--- config.mk ---
export PLATFORM = sky130hd
export DESIGN_NAME = irpfd_fifo
export DESIGN_NICKNAME = d
export VERILOG_FILES = /design/src/rtl/irpfd_pkg.sv /design/src/rtl/irpfd_fifo.sv
export SDC_FILE = /design/constraint.sdc
export NUM_CORES = 1
export LEC_CHECK = 0
export BUFFER_PORTS_ARGS = -buffer_cell sky130_fd_sc_hd__buf_4
export CAP_MARGIN = 30
export CELL_PAD_IN_SITES_DETAIL_PLACEMENT = 1
export CELL_PAD_IN_SITES_GLOBAL_PLACEMENT = 1
export CORE_UTILIZATION = 49
export DETAILED_ROUTE_END_ITERATION = 7
export HOLD_SLACK_MARGIN = 0.15
export PLACE_DENSITY = 0.92
export SYNTH_ARGS = -nofsm -noshare
export SYNTH_HDL_FRONTEND = slang
export SYNTH_SLANG_ARGS = --single-unit
--- constraint.sdc ---
create_clock -name clk -period 4 [get_ports clk]
set_input_delay 0.4 -clock clk [delete_from_list [all_inputs] [get_ports clk]]
set_output_delay 0.4 -clock clk [all_outputs]
set_load 0.01 [all_outputs]
--- src/rtl/irpfd_pkg.sv ---
// Package for the IR pulse frame decoder: types, register map, status codes
// and the duration compare helpers. No dependencies.
package irpfd_pkg;

  localparam int DUR_W         = 15;
  localparam int CNT_W         = 7;
  localparam int PAYLOAD_W     = 64;
  localparam int WORD_W        = 16;
  localparam int FRAME_SYMBOLS = 68;
  localparam int FIFO_DEPTH    = 4;
  localparam int FIFO_PTR_W    = $clog2(FIFO_DEPTH);
  localparam int FIFO_CNT_W    = $clog2(FIFO_DEPTH + 1);
  localparam int PADDR_W       = 5;
  localparam int PDATA_W       = 32;
  localparam int REG_IDX_W     = 3;
  localparam int POS_W         = $clog2(PAYLOAD_W);

  localparam logic [CNT_W-1:0] CNT_MAX       = {CNT_W{1'b1}};
  localparam logic [CNT_W-1:0] FRAME_LAST    = CNT_W'(FRAME_SYMBOLS - 1);
  localparam logic [CNT_W-1:0] DATA_A_FIRST  = CNT_W'(1);
  localparam logic [CNT_W-1:0] DATA_A_LAST   = CNT_W'(32);
  localparam logic [CNT_W-1:0] DATA_B_FIRST  = CNT_W'(35);
  localparam logic [CNT_W-1:0] DATA_B_LAST   = CNT_W'(66);
  localparam logic [CNT_W-1:0] DATA_B_OFFSET = CNT_W'(3);

  typedef logic [DUR_W-1:0] dur_t;

  typedef enum logic [1:0] {
    ST_OK     = 2'd0,
    ST_LENGTH = 2'd1,
    ST_LEADER = 2'd2,
    ST_DATA   = 2'd3
  } status_t;

  typedef enum logic [REG_IDX_W-1:0] {
    REG_MARGIN       = 3'd0,
    REG_LEADER_MARK  = 3'd1,
    REG_LEADER_SPACE = 3'd2,
    REG_ZERO_MARK    = 3'd3,
    REG_ZERO_SPACE   = 3'd4,
    REG_ONE_MARK     = 3'd5,
    REG_ONE_SPACE    = 3'd6
  } reg_idx_t;

  localparam dur_t RST_MARGIN       = DUR_W'(350);
  localparam dur_t RST_LEADER_MARK  = DUR_W'(8250);
  localparam dur_t RST_LEADER_SPACE = DUR_W'(4200);
  localparam dur_t RST_ZERO_MARK    = DUR_W'(500);
  localparam dur_t RST_ZERO_SPACE   = DUR_W'(500);
  localparam dur_t RST_ONE_MARK     = DUR_W'(500);
  localparam dur_t RST_ONE_SPACE    = DUR_W'(1500);

  typedef struct packed {
    dur_t margin;
    dur_t leader_mark;
    dur_t leader_space;
    dur_t zero_mark;
    dur_t zero_space;
    dur_t one_mark;
    dur_t one_space;
  } cfg_t;

  typedef struct packed {
    logic leader_ok;
    logic one_ok;
    logic zero_ok;
    logic last;
  } sym_cls_t;

  typedef struct packed {
    logic pop;
    logic frame_end;
  } bk_stat_t;

  // n - m < d < n + m, evaluated one bit wider so neither bound wraps
  function automatic logic near_nominal(dur_t d, dur_t n, dur_t m);
    logic [DUR_W:0] dw;
    logic [DUR_W:0] nw;
    logic [DUR_W:0] mw;
    dw = {1'b0, d};
    nw = {1'b0, n};
    mw = {1'b0, m};
    return (dw < (nw + mw)) && ((dw + mw) > nw);
  endfunction

  function automatic logic [WORD_W-1:0] swap16(logic [WORD_W-1:0] w);
    return {w[7:0], w[15:8]};
  endfunction

endpackage

--- src/rtl/irpfd_fifo.sv ---
// Short queue of classified symbols between front and back ends.
// Depends on irpfd_pkg.
module irpfd_fifo
  import irpfd_pkg::*;
(
  input  logic     clk,
  input  logic     rst_n,
  input  logic     push,
  input  sym_cls_t wdata,
  output logic     full,
  input  logic     pop,
  output logic     empty,
  output sym_cls_t rdata
);

  sym_cls_t                mem_r [FIFO_DEPTH];
  logic [FIFO_PTR_W-1:0]   wr_ptr_r;
  logic [FIFO_PTR_W-1:0]   rd_ptr_r;
  logic [FIFO_CNT_W-1:0]   cnt_r;

  assign full  = (cnt_r == FIFO_CNT_W'(FIFO_DEPTH));
  assign empty = (cnt_r == '0);
  assign rdata = mem_r[rd_ptr_r];

  always_ff @(posedge clk) begin
    if (push) begin
      mem_r[wr_ptr_r] <= wdata;
    end
  end

  always_ff @(posedge clk) begin
    if (!rst_n) begin
      wr_ptr_r <= '0;
      rd_ptr_r <= '0;
      cnt_r    <= '0;
    end else begin
      if (push) begin
        wr_ptr_r <= wr_ptr_r + 1'b1;
      end
      if (pop) begin
        rd_ptr_r <= rd_ptr_r + 1'b1;
      end
      priority if (push && !pop) begin
        cnt_r <= cnt_r + 1'b1;
      end else if (pop && !push) begin
        cnt_r <= cnt_r - 1'b1;
      end
    end
  end

endmodule

==> results.md <==
* RePlAce Congestion at 0.6764
* Top cell type's share of synthesized area at 0.4694
* Number of synthesis warnings at 0
* P_leak at 0.4579 nW
* Sink Count at 25
* Worst Path Required at 3600 ps
* Area delta synth->final at 15.40%
* Rows at 16
* Core Area at 0.001962 mm²
* Setup crit end: rdata[1]
* Number of global-route vias before repair at 568
* Nets at 95
* CTS Hold Bufs at 0
* Post-synthesis cell count at 63
* H-tree depth at 1
* R2r worst-path depth at 4
* RSZ-0062 raised after global routing: no
* Critical R2R Capture: cnt_r[2]$_SDFFE_PN0P_
* Ant. Diodes at 0
* First-pass GRT wire length at 2.649 mm
* DP Wirelength at 1.353 mm
* P_int at 0.3800 mW
* GR Overflow Total at 0
* Period utilization at 0.4817
* Sequential power share at 0.616
* Worst-Margin Slew at 240.3 ps
* Tot Pwr at 0.5014 mW
* Final setup viols at 0
* Critical Path Source Type: register
* Flops & latches, synth at 25
* Clk root buf: clkbuf_4
* Post-cts sizing count at 0
* Avg WL per Cell at 15.69 µm
* Nature of the critical path endpoint: output port
* Post-synth EDFFs at 16
* Async SR Flop Fraction at 0
* Hold Violations, Final at 0
* Yosys top cell by area: edfxtp_1
* Drt pass-1 iters at 3
* Rel. slew slack at 0.8396
* Fillcell total at 210
* Via count at 552
* Height of the die at 47.70 µm
* Synth cell types at 18
* Vias per cell at 5.159
* Reg2Reg Setup Slack at 2500 ps
* Switching pwr at 0.1214 mW
* Critical path class: register to output port
* Outcome: finished, final reports clean
* Share of cells above drive strength 1 at 0.2250
* Origin of the critical flop-to-flop path: cnt_r[0]$_SDFFE_PN0P_
* Post-CTS setup buffer count at 0
* Area occupied by registers at 660.6 µm²
* Clk_lat worst skew at 300 ps
* Starting Density at 0.5217
* Period minus WS final at 1927 ps
* CTS tree: built
* Post-Route WL at 1.679 mm
* Setup_tns at 0 ps
* DRC viols at 0
* Type of the worst min-delay path: input port to register
* Clock Path Buffers at 2
* Mapped Area at 0.001023 mm²
* Cts bufs inserted at 3
* Worst hold margin at 286.1 ps
* Clock share of power at 0.215
* Combinational fraction of design power at 0.169
* Max_cap viols at 0
* I/O Pins at 14
* Placed instance area at 0.001155 mm²
* Syn avg cell area at 16.25 µm²
* Top cells by instance count after synthesis: 16 x edfxtp_1, 9 x and2_1, 9 x dfxtp_1
* Switching share of power at 0.2422
* CP Max Fanout at 4
* Antenna-violating nets left at 0
* Most numerous cell in the Yosys netlist: edfxtp_1
* Synth top area cells: edfxtp_1 47%, dfxtp_1 18%, ha_1 6.1%
* Pwr Density at 424.5 mW/mm²
* Clock slew at reported path FFs at 130 ps
* Total GRT Usage at 0.1851
* Register area share after synthesis at 0.6455
* 1st-iter DRT viols at 9
* Final Slew Violations at 0
* I/O Buffers at 13
* FMAX at 0.5190 GHz
* Die area at 0.002275 mm²
* Largest net degree at the start of global routing at 14
* Design Area, Final at 0.001181 mm²
* Syn_nets at 77
* CP arrival at 1530 ps
* Ys flop type: edfxtp_1
* Area of the multi-input gates at 347.8 µm²
* Final clock skew at 1.455 ps
* Die width at 47.70 µm
* Initial antenna violation count at 0
* VDD IR-drop max at 0.2125 mV
==> critical path, stage by stage, from the launching register on <==
cell,delay [ps]
dfxtp_1,470
mux4_1,590
buf_4,160
==> worst min-delay path by stage <==
stage | start | end | slack (ps) | cells past startpoint
floorplan | cnt_r[2]$_SDFFE_PN0P_ | cnt_r[2]$_SDFFE_PN0P_ | 470 | 2
global placement | cnt_r[2]$_SDFFE_PN0P_ | cnt_r[2]$_SDFFE_PN0P_ | 490 | 2
detailed placement | cnt_r[2]$_SDFFE_PN0P_ | cnt_r[2]$_SDFFE_PN0P_ | 510 | 2
CTS | wdata[3] | mem_r[3][3]$_DFFE_PP_ | 280 | 1
global route | wdata[2] | mem_r[3][2]$_DFFE_PP_ | 270 | 1
finish | wdata[1] | mem_r[3][1]$_DFFE_PP_ | 290 | 1
==> final cells by class <==
| type | count | share of cell area |
|---|---|---|
| multi-input combinational | 34 | 0.2945 |
| tap | 27 | 0.02860 |
| clock buffer | 4 | 0.02225 |
| inverter | 4 | 0.01271 |
| timing repair buffer | 13 | 0.08263 |
| sequential | 25 | 0.5593 |
==> cell usage in the layout (no fill, tap or decap), drive strengths merged, types with 2 or more instances in the layout <==
cell type   n
nor2b       2
dfxtp       9
xnor2       2
and2        9
mux4        4
edfxtp     16
xor2        3
buf        13
inv         4
clkbuf      4
ha          5
mux2i       2
==> per-layer routing <==
layer  global-route usage  part of all wire  vias up
li1                     -                 -      258
met1               0.2030              0.42      281
met2               0.3270              0.53        9
met3              0.04528             0.027        4
met4               0.1000             0.021        0
met5                    0                 0        -
==> registers in the layout, summed over array words and instances (netlist names), named ones only <==
| name | cells |
|---|---|
| cnt_r | 3 |
| mem_r | 16 |
| rd_ptr_r | 2 |
| wr_ptr_r | 2 |
==> power by group through the flow <==
stage	logic, mW	clock network (mW)	registers, mW
2_1_floorplan	0.0501	0	0.310
3_3_place_gp	0.0800	0	0.314
3_5_place_dp	0.0852	0	0.316
4_1_cts	0.0864	0.110	0.310
5_1_grt	0.0955	0.121	0.312
6_report	0.0845	0.108	0.309
==> metrics by stage <==
step	utilization	worst slack, ps	std cells
3_5_place_dp	0.5886	2109	103
2_1_floorplan	-	2359	63
4_1_cts	0.6020	2034	107
6_report	0.6020	2073	107
5_1_grt	0.6020	1961	107
3_3_place_gp	0.5886	2191	103
==> logic make-up after synthesis <==
family          synth area share
simple gates             0.08923
buf+inv                  0.01467
mux                       0.1149
flops                     0.6455
fa+ha+maj                0.08069
compound gates           0.01222
xor+xnor                 0.04280
No activity file was read; power rests on OpenSTA's default activity.
