<file path="config.mk">
export PLATFORM = sky130hd
export DESIGN_NAME = irpfd_cfg_regs
export DESIGN_NICKNAME = d
export VERILOG_FILES = /design/src/rtl/irpfd_pkg.sv /design/src/rtl/irpfd_cfg_regs.sv
export SDC_FILE = /design/constraint.sdc
export NUM_CORES = 1
export LEC_CHECK = 0
export BUFFER_PORTS_ARGS = -buffer_cell sky130_fd_sc_hd__buf_2
export CELL_PAD_IN_SITES_DETAIL_PLACEMENT = 0
export CELL_PAD_IN_SITES_GLOBAL_PLACEMENT = 2
export CORE_UTILIZATION = 30
export CTS_CLUSTER_SIZE = 25
export DETAILED_ROUTE_END_ITERATION = 8
export PLACE_DENSITY_LB_ADDON = 0.1
export SLEW_MARGIN = 20
export SYNTH_ARGS = -nofsm -noshare
export SYNTH_HDL_FRONTEND = slang
export SYNTH_SLANG_ARGS = --single-unit
</file>
<file path="constraint.sdc">
create_clock -name clk -period 2 [get_ports clk]
set_input_delay 0.3 -clock clk [delete_from_list [all_inputs] [get_ports clk]]
set_output_delay 0.3 -clock clk [all_outputs]
set_load 0.01 [all_outputs]
</file>
<file path="src/rtl/irpfd_pkg.sv">
// Package for the IR pulse frame decoder: types, register map, status codes
// and the duration compare helpers. No dependencies.
package irpfd_pkg;

  localparam int DUR_W         = 15;
  localparam int CNT_W         = 7;
  localparam int PAYLOAD_W     = 64;
  localparam int WORD_W        = 16;
  localparam int FRAME_SYMBOLS = 68;
  localparam int FIFO_DEPTH    = 4;
  localparam int FIFO_PTR_W    = $clog2(FIFO_DEPTH);
  localparam int FIFO_CNT_W    = $clog2(FIFO_DEPTH + 1);
  localparam int PADDR_W       = 5;
  localparam int PDATA_W       = 32;
  localparam int REG_IDX_W     = 3;
  localparam int POS_W         = $clog2(PAYLOAD_W);

  localparam logic [CNT_W-1:0] CNT_MAX       = {CNT_W{1'b1}};
  localparam logic [CNT_W-1:0] FRAME_LAST    = CNT_W'(FRAME_SYMBOLS - 1);
  localparam logic [CNT_W-1:0] DATA_A_FIRST  = CNT_W'(1);
  localparam logic [CNT_W-1:0] DATA_A_LAST   = CNT_W'(32);
  localparam logic [CNT_W-1:0] DATA_B_FIRST  = CNT_W'(35);
  localparam logic [CNT_W-1:0] DATA_B_LAST   = CNT_W'(66);
  localparam logic [CNT_W-1:0] DATA_B_OFFSET = CNT_W'(3);

  typedef logic [DUR_W-1:0] dur_t;

  typedef enum logic [1:0] {
    ST_OK     = 2'd0,
    ST_LENGTH = 2'd1,
    ST_LEADER = 2'd2,
    ST_DATA   = 2'd3
  } status_t;

  typedef enum logic [REG_IDX_W-1:0] {
    REG_MARGIN       = 3'd0,
    REG_LEADER_MARK  = 3'd1,
    REG_LEADER_SPACE = 3'd2,
    REG_ZERO_MARK    = 3'd3,
    REG_ZERO_SPACE   = 3'd4,
    REG_ONE_MARK     = 3'd5,
    REG_ONE_SPACE    = 3'd6
  } reg_idx_t;

  localparam dur_t RST_MARGIN       = DUR_W'(350);
  localparam dur_t RST_LEADER_MARK  = DUR_W'(8250);
  localparam dur_t RST_LEADER_SPACE = DUR_W'(4200);
  localparam dur_t RST_ZERO_MARK    = DUR_W'(500);
  localparam dur_t RST_ZERO_SPACE   = DUR_W'(500);
  localparam dur_t RST_ONE_MARK     = DUR_W'(500);
  localparam dur_t RST_ONE_SPACE    = DUR_W'(1500);

  typedef struct packed {
    dur_t margin;
    dur_t leader_mark;
    dur_t leader_space;
    dur_t zero_mark;
    dur_t zero_space;
    dur_t one_mark;
    dur_t one_space;
  } cfg_t;

  typedef struct packed {
    logic leader_ok;
    logic one_ok;
    logic zero_ok;
    logic last;
  } sym_cls_t;

  typedef struct packed {
    logic pop;
    logic frame_end;
  } bk_stat_t;

  // n - m < d < n + m, evaluated one bit wider so neither bound wraps
  function automatic logic near_nominal(dur_t d, dur_t n, dur_t m);
    logic [DUR_W:0] dw;
    logic [DUR_W:0] nw;
    logic [DUR_W:0] mw;
    dw = {1'b0, d};
    nw = {1'b0, n};
    mw = {1'b0, m};
    return (dw < (nw + mw)) && ((dw + mw) > nw);
  endfunction

  function automatic logic [WORD_W-1:0] swap16(logic [WORD_W-1:0] w);
    return {w[7:0], w[15:8]};
  endfunction

endpackage

</file>
<file path="src/rtl/irpfd_cfg_regs.sv">
// APB register bank holding margin and nominal durations.
// Depends on irpfd_pkg.
module irpfd_cfg_regs
  import irpfd_pkg::*;
(
  input  logic               clk,
  input  logic               rst_n,
  input  logic               psel,
  input  logic               penable,
  input  logic               pwrite,
  input  logic [PADDR_W-1:0] paddr,
  input  logic [PDATA_W-1:0] pwdata,
  output logic [PDATA_W-1:0] prdata,
  output logic               pready,
  output cfg_t               cfg
);

  cfg_t           cfg_r;
  logic           wr_en;
  reg_idx_t       idx;
  dur_t           wval;
  dur_t           rval;

  assign pready = 1'b1;
  assign wr_en  = psel && penable && pwrite;
  assign idx    = reg_idx_t'(paddr[PADDR_W-1:2]);
  assign wval   = pwdata[DUR_W-1:0];
  assign cfg    = cfg_r;

  always_ff @(posedge clk) begin
    if (!rst_n) begin
      cfg_r.margin       <= RST_MARGIN;
      cfg_r.leader_mark  <= RST_LEADER_MARK;
      cfg_r.leader_space <= RST_LEADER_SPACE;
      cfg_r.zero_mark    <= RST_ZERO_MARK;
      cfg_r.zero_space   <= RST_ZERO_SPACE;
      cfg_r.one_mark     <= RST_ONE_MARK;
      cfg_r.one_space    <= RST_ONE_SPACE;
    end else if (wr_en) begin
      unique case (idx)
        REG_MARGIN:       cfg_r.margin       <= wval;
        REG_LEADER_MARK:  cfg_r.leader_mark  <= wval;
        REG_LEADER_SPACE: cfg_r.leader_space <= wval;
        REG_ZERO_MARK:    cfg_r.zero_mark    <= wval;
        REG_ZERO_SPACE:   cfg_r.zero_space   <= wval;
        REG_ONE_MARK:     cfg_r.one_mark     <= wval;
        REG_ONE_SPACE:    cfg_r.one_space    <= wval;
        default: ;
      endcase
    end
  end

  always_comb begin
    unique case (idx)
      REG_MARGIN:       rval = cfg_r.margin;
      REG_LEADER_MARK:  rval = cfg_r.leader_mark;
      REG_LEADER_SPACE: rval = cfg_r.leader_space;
      REG_ZERO_MARK:    rval = cfg_r.zero_mark;
      REG_ZERO_SPACE:   rval = cfg_r.zero_space;
      REG_ONE_MARK:     rval = cfg_r.one_mark;
      REG_ONE_SPACE:    rval = cfg_r.one_space;
      default:          rval = '0;
    endcase
  end

  assign prdata = {{(PDATA_W-DUR_W){1'b0}}, rval};

endmodule

</file>
==> results.py, run 1 <==
metrics = {
    "status": {
        "status": "finished, final reports clean",
    },
    "floorplan": {
        "floorplan.initialDensity_pct": 30.7,
        "die_area_sq_um": 17400,
        "core.rowCount": 47,
        "die_y_microns": 132,
        "die_width_microns": 132,
        "coreArea_sq_um": 16500,
        "io_pins": 180,
    },
    "clock_tree": {
        "clock-sinks": 105,
        "cts_tree": "built",
        "clock_latency_ns": 0.35,
        "tritoncts.num_buffers": 9,
        "cts_setup_buffers": 0,
        "cts-root-buf": "clkbuf_16",
        "cts.clk_slew.worst_paths_ns": 0.07,
        "ctsHtreeMaxLevel": 3,
        "cts_buffer_depth": 2,
    },
    "setup_path": {
        "start_kind": "primary input",
        "cp_max_fo": 8,
        "worstSetupPathType": "primary input to primary output",
        "cp-end-kind": "primary output",
        "required_ns": 1.70,
        "worstPathArrival_ns": 1.60,
        "setup.reg_to_reg.worst_slack_ns": 1.30,
    },
    "synth": {
        "synth_edf_count": 0,
        "postSynthAreaPerCell_sq_um": 9.84,
        "synth_area_leaders": "dfxtp_1, mux2i_1, nand2_1",
        "yosysWarnings": 0,
        "netlist_instances": 516,
        "yosysTopAreaCell": "dfxtp_1",
        "ys_ff_latch": 105,
        "synthArstFlopShare_pct": 0,
        "syn_area_sq_um": 5070,
        "synth_ff_type": "dfxtp_1",
        "ys_types": 37,
        "synth-seq-area-share_pct": 41.4,
        "yosysTopAreaCellShare_pct": 41.4,
    },
    "placed_design": {
        "post-place-ws_ns": -0.0436,
        "dp_cells": 883,
        "port_buffers": 142,
        "gp_congestion": 0.752,
        "dp_hpwl_mm": 12.0,
    },
    "global_routing": {
        "grt_antenna_before_repair": 0,
        "grt_use_total_pct": 18.7,
        "grt_pass1_vias": 4191,
        "grt_pass1_wl_mm": 24.5,
        "grt_start_max_net_pins": 52,
        "overflow": 0,
    },
    "timing": {
        "hold_viol": 0,
        "post-route-period-util_pct": 94.8,
        "max-slew-margin-rel_pct": 62.6,
        "setup_slack_ns": 0.105,
        "finalSetupViolations": 0,
        "fin_skew_ns": 0,
        "max_freq_ghz": 0.528,
        "final_max_slew_viol_count": 0,
        "tightest_slew_ns": 0.560,
        "rsz0062_at_grt": "false",
        "layout_min_cycle_time_ns": 1.90,
        "hold_ws_ns": 0.228,
    },
    "route": {
        "vias_per_cell": 4.65,
        "wl_per_cell_microns": 18.0,
        "first_pass_iters": 4,
        "ant_nets": 0,
        "wl_mm": 16.2,
        "num_vias": 4181,
        "drtIter0Drc": 205,
        "drc_errors": 0,
    },
    "layout": {
        "final_common_cell": "buf_2",
        "utilization_pct": 39.3,
        "antennaDiodeCount": 0,
        "syn2layout_area_growth_pct": 27.8,
        "drive_gt1_share_pct": 33.0,
        "finalNetCount": 716,
        "layoutNonFillerInstCount": 899,
        "layout_common_cells": "buf_2, mux2i_1, dfxtp_1",
        "fill_cells": 1687,
        "largest_register_ffs": 105,
    },
    "power": {
        "total_power_mw": 4.39,
        "p_leak_nw": 3.24,
        "ir_drop_uv": 377,
        "power_density_nw_per_um2": 676,
    },
    "hold_path": {
        "hold_path_class": "primary input to register",
    },
    "job": {
        "cap_violations": 0,
    },
}
final timing paths:
kind / from / end / cells past startpoint
setup / recovery: paddr[3] / prdata[1] / 7
hold / removal: pwdata[4] / cfg[64]$_SDFFE_PN0P_ / 3
setup reg to reg: cfg[65]$_SDFFE_PN1P_ / cfg[65]$_SDFFE_PN1P_ / 2
hold reg to reg: cfg[61]$_SDFFE_PN0P_ / cfg[61]$_SDFFE_PN0P_ / 2
Yosys cell counts, types with 2 or more instances:
cell type and n:
a2bb2oi_1 5, buf_2 11, dfxtp_1 105, nand2_1 86, clkbuf_1 15, o221a_2 9
conb_1 2, o21ai_0 6, nor2b_1 40, buf_6 5, mux2i_1 127, mux2_2 6
a221oi_1 9, nand3_1 4, nor2_1 2, buf_4 24, nand2b_1 2, inv_1 20
a32oi_1 5, o211ai_1 16
per-stage QoR:
stage               TNS [ns]  area [sq um]
floorplan                  0          5130
global placement     -0.0535          6190
detailed placement   -0.0436          6190
CTS                        0          6480
global route               0          6490
finish                     0          6490
cell type report:
cell class | count | area [sq um] | share of cell area, %
Sequential cell | 105 | 2100 | 32.4
Clock inverter | 3 | 40.0 | 0.617
Clock buffer | 13 | 250 | 3.86
Timing Repair Buffer | 188 | 1130 | 17.5
Multi-Input combinational cell | 350 | 2610 | 40.2
Inverter | 20 | 75.1 | 1.16
Tap cell | 220 | 275 | 4.24
power breakdown:
| group | switching, mW | internal (mW) | leakage, nW | total, mW |
|---|---|---|---|---|
| Sequential | 0.0141 | 2.11 | 0.848 | 2.12 |
| Clock | 0.802 | 1.00 | 0.144 | 1.81 |
| Combinational | 0.268 | 0.192 | 2.25 | 0.460 |
kinds of logic after synthesis:
logic type,share of synthesized area (%)
simple gates,14.7
mux,26.8
flops,41.4
buf+inv,8.51
compound gates,8.41
other cells,0.148
per-layer routing:
| metal | global-route usage (%) | wire, microns | vias up |
|---|---|---|---|
| li1 | - | - | 2060 |
| met1 | 24.9 | 7850 | 2001 |
| met2 | 30.2 | 7440 | 104 |
| met3 | 2.88 | 601 | 16 |
| met4 | 7.82 | 312 | 0 |
| met5 | 0 | 0 | - |
worst max-delay path: stages:
cell and delay (ns):
buf_2 0.19, buf_4 0.23, buf_4 0.15, and3b_1 0.33
nand2_1 0.09, o211ai_1 0.12, buf_2 0.18
timing repair:
item,in CTS,in global routing
gates resized for setup,1,1
endpoints found under the hold margin,0,0
endpoints found under the setup margin,1,1
hold buffers,0,0
Note: power is estimated with default switching activity, not from simulation.
==> run 2, diff against run 1 <==
- CORE_MARGIN: default -> 2
- MAX_ROUTING_LAYER: default -> met4
==> run 2 against run 1 <==
Net effect: setup slack improved by 0.014 ns; clock power fell by 7%; critical path depth fell by 2; count of clock-buffer cells in the layout rose by 1; utilization fell by 0.34 points; highest routed layer unchanged; sequential power barely moved; maximum frequency rose by 0.73%; via count rose by 0.91%; power fell by 2.8%.
==> results.py, run 2 (synthesis results as in run 1) <==
metrics = {
    "status": {
        "status": "finished, final reports clean",
    },
    "floorplan": {
        "die_area_sq_um": 18000,
        "core.rowCount": 47,
        "coreArea_sq_um": 16600,
        "floorplan.initialDensity_pct": 30.6,
        "die_width_microns": 134,
        "io_pins": 180,
        "die_y_microns": 134,
    },
    "timing": {
        "layout_min_cycle_time_ns": 1.88,
        "rsz0062_at_grt": "false",
        "max_freq_ghz": 0.531,
        "hold_viol": 0,
        "setup_slack_ns": 0.118,
        "fin_skew_ns": 0,
        "max-slew-margin-rel_pct": 56.6,
        "post-route-period-util_pct": 94.1,
        "final_max_slew_viol_count": 0,
        "tightest_slew_ns": 0.650,
        "finalSetupViolations": 0,
    },
    "setup_path": {
        "r2r_cells": 2,
        "setup.reg_to_reg.worst_slack_ns": 1.31,
        "slowest_stage": "mux4_2",
        "cpLargestDelayFamily": "multiplexers",
        "cp_num_buf_inv": 3,
        "rr_endpoint": "cfg[72]$_SDFFE_PN1P_",
        "crit_end": "prdata[0]",
        "startpoint": "paddr[3]",
        "worstPathArrival_ns": 1.58,
        "cp_max_fo": 10,
        "start_kind": "primary input",
        "crit_chain": "buf_2 > buf_12 > mux4_2 > mux2_2 > buf_2",
        "cp_common_cell": "buf_2",
        "slowest_delay_ns": 0.49,
        "cp-end-kind": "primary output",
        "required_ns": 1.70,
        "worstSetupPathType": "primary input to primary output",
        "reg2reg_from": "cfg[72]$_SDFFE_PN1P_",
        "cp.depth": 5,
    },
    "hold_path": {
        "hold_path_class": "primary input to register",
    },
    "route": {
        "ant_nets": 0,
        "vias_per_cell": 4.70,
        "drtIter0Drc": 196,
        "wl_mm": 16.6,
        "first_pass_iters": 4,
        "drc_errors": 0,
        "num_vias": 4219,
        "wl_per_cell_microns": 18.6,
    },
    "power": {
        "switching_share_pct": 24.8,
        "clkPwrFrac_pct": 39.6,
        "total_power_mw": 4.27,
        "p_int_mw": 3.21,
        "ir_drop_uv": 370,
        "p_leak_nw": 3.21,
        "pwr-share-seq_pct": 49.7,
        "comb_power_share_pct": 10.7,
        "switching_power_mw": 1.06,
        "power_density_nw_per_um2": 661,
    },
    "layout": {
        "fill_cells": 1759,
        "largest_register_ffs": 105,
        "syn2layout_area_growth_pct": 27.1,
        "drive_gt1_share_pct": 32.7,
        "layout_common_cells": "buf_2, mux2i_1, dfxtp_1",
        "final_common_cell": "buf_2",
        "utilization_pct": 38.9,
        "postLayoutCellArea_sq_um": 6450,
        "finalNetCount": 713,
    },
    "clock_tree": {
        "cts_buffer_depth": 2,
        "tritoncts.num_buffers": 9,
        "clock-sinks": 105,
        "cts.clk_slew.worst_paths_ns": 0.07,
        "cts-root-buf": "clkbuf_16",
        "cts-hold-fix-buffers": 0,
        "clock_latency_ns": 0.34,
        "cts_tree": "built",
        "ctsHtreeMaxLevel": 3,
    },
    "global_routing": {
        "overflow": 0,
        "grt_start_max_net_pins": 46,
        "grt_antenna_before_repair": 1,
        "grt_pass1_vias": 4288,
        "grt_use_total_pct": 19.1,
        "grt_pass1_wl_mm": 25.4,
    },
    "placed_design": {
        "dp_hpwl_mm": 12.2,
        "gp_congestion": 0.793,
        "placed_area_sq_um": 6160,
        "post-place-ws_ns": -0.0847,
        "port_buffers": 142,
    },
    "job": {
        "cap_violations": 0,
    },
}
-- run 2: changes by cell type in the layout (fill, tap and decap cells not counted), sizes merged --
cell,change
diode,+1
clkinvlp,+1
clkinv,-1
bufinv,-1
buf,-3
clkbuf,+1
-- run 2: stage by stage --
| stage | hold slack [ns] | TNS (ns) | std cells |
|---|---|---|---|
| 6_report | 0.241 | 0 | 897 |
| 5_1_grt | 0.247 | 0 | 897 |
| 4_1_cts | 0.228 | 0 | 896 |
| 3_5_place_dp | 0.463 | -0.0847 | 880 |
| 3_3_place_gp | 0.461 | -0.0687 | 880 |
| 2_1_floorplan | 0.442 | 0 | 532 |
-- run 2: worst min-delay path by stage --
stage          cells past startpoint                   end                  from
2_1_floorplan                      2  cfg[64]$_SDFFE_PN0P_             pwdata[4]
3_3_place_gp                       2  cfg[11]$_SDFFE_PN0P_  cfg[11]$_SDFFE_PN0P_
3_5_place_dp                       2  cfg[87]$_SDFFE_PN0P_  cfg[87]$_SDFFE_PN0P_
4_1_cts                            3  cfg[64]$_SDFFE_PN0P_             pwdata[4]
5_1_grt                            3  cfg[81]$_SDFFE_PN0P_             pwdata[6]
6_report                           3  cfg[64]$_SDFFE_PN0P_             pwdata[4]
-- run 2: metal layers --
layer / track usage [%] / vias to the layer above / part of all wire [%]
met4: 5.26 / 0 / 1.3
met5: - / - / 0
li1: - / 2061 / -
met3: 2.61 / 14 / 4.2
met1: 26.1 / 2033 / 49
met2: 29.7 / 111 / 46
-- run 2: power by group through the flow --
stage | sequential [mW] | clock [mW] | combinational [mW]
2_1_floorplan | 2.17 | 0 | 0.285
3_3_place_gp | 2.17 | 0 | 0.454
3_5_place_dp | 2.17 | 0 | 0.458
4_1_cts | 2.12 | 1.74 | 0.460
5_1_grt | 2.12 | 1.83 | 0.494
6_report | 2.12 | 1.69 | 0.456
-- run 2: cell type report --
type                    instances  area (sq um)  area share (%)
multi-input cells             350          2610            40.4
clock inverters                 2          12.5           0.194
flip-flops and latches        105          2100            32.6
well taps                     220           275            4.27
clock buffers                  14           264            4.09
diodes                          1          2.50          0.0388
inverters                      20          75.1            1.16
repair buffers                185          1110            17.2
-- run 2: worst reg2reg max path: cells and delay by family (launching register included) --
family / cells / cell delay, ns
DFF: 1 / 0.40
AOI/OAI and AO/OA: 1 / 0.16
buffers and inverters: 1 / 0.06
-- run 2: timing repair --
| item | CTS | global route |
|---|---|---|
| endpoints found under the setup margin | 1 | 0 |
| resized for setup | 2 | 0 |
| hold endpoints to repair | 0 | 0 |
| buffers inserted | 0 | 0 |
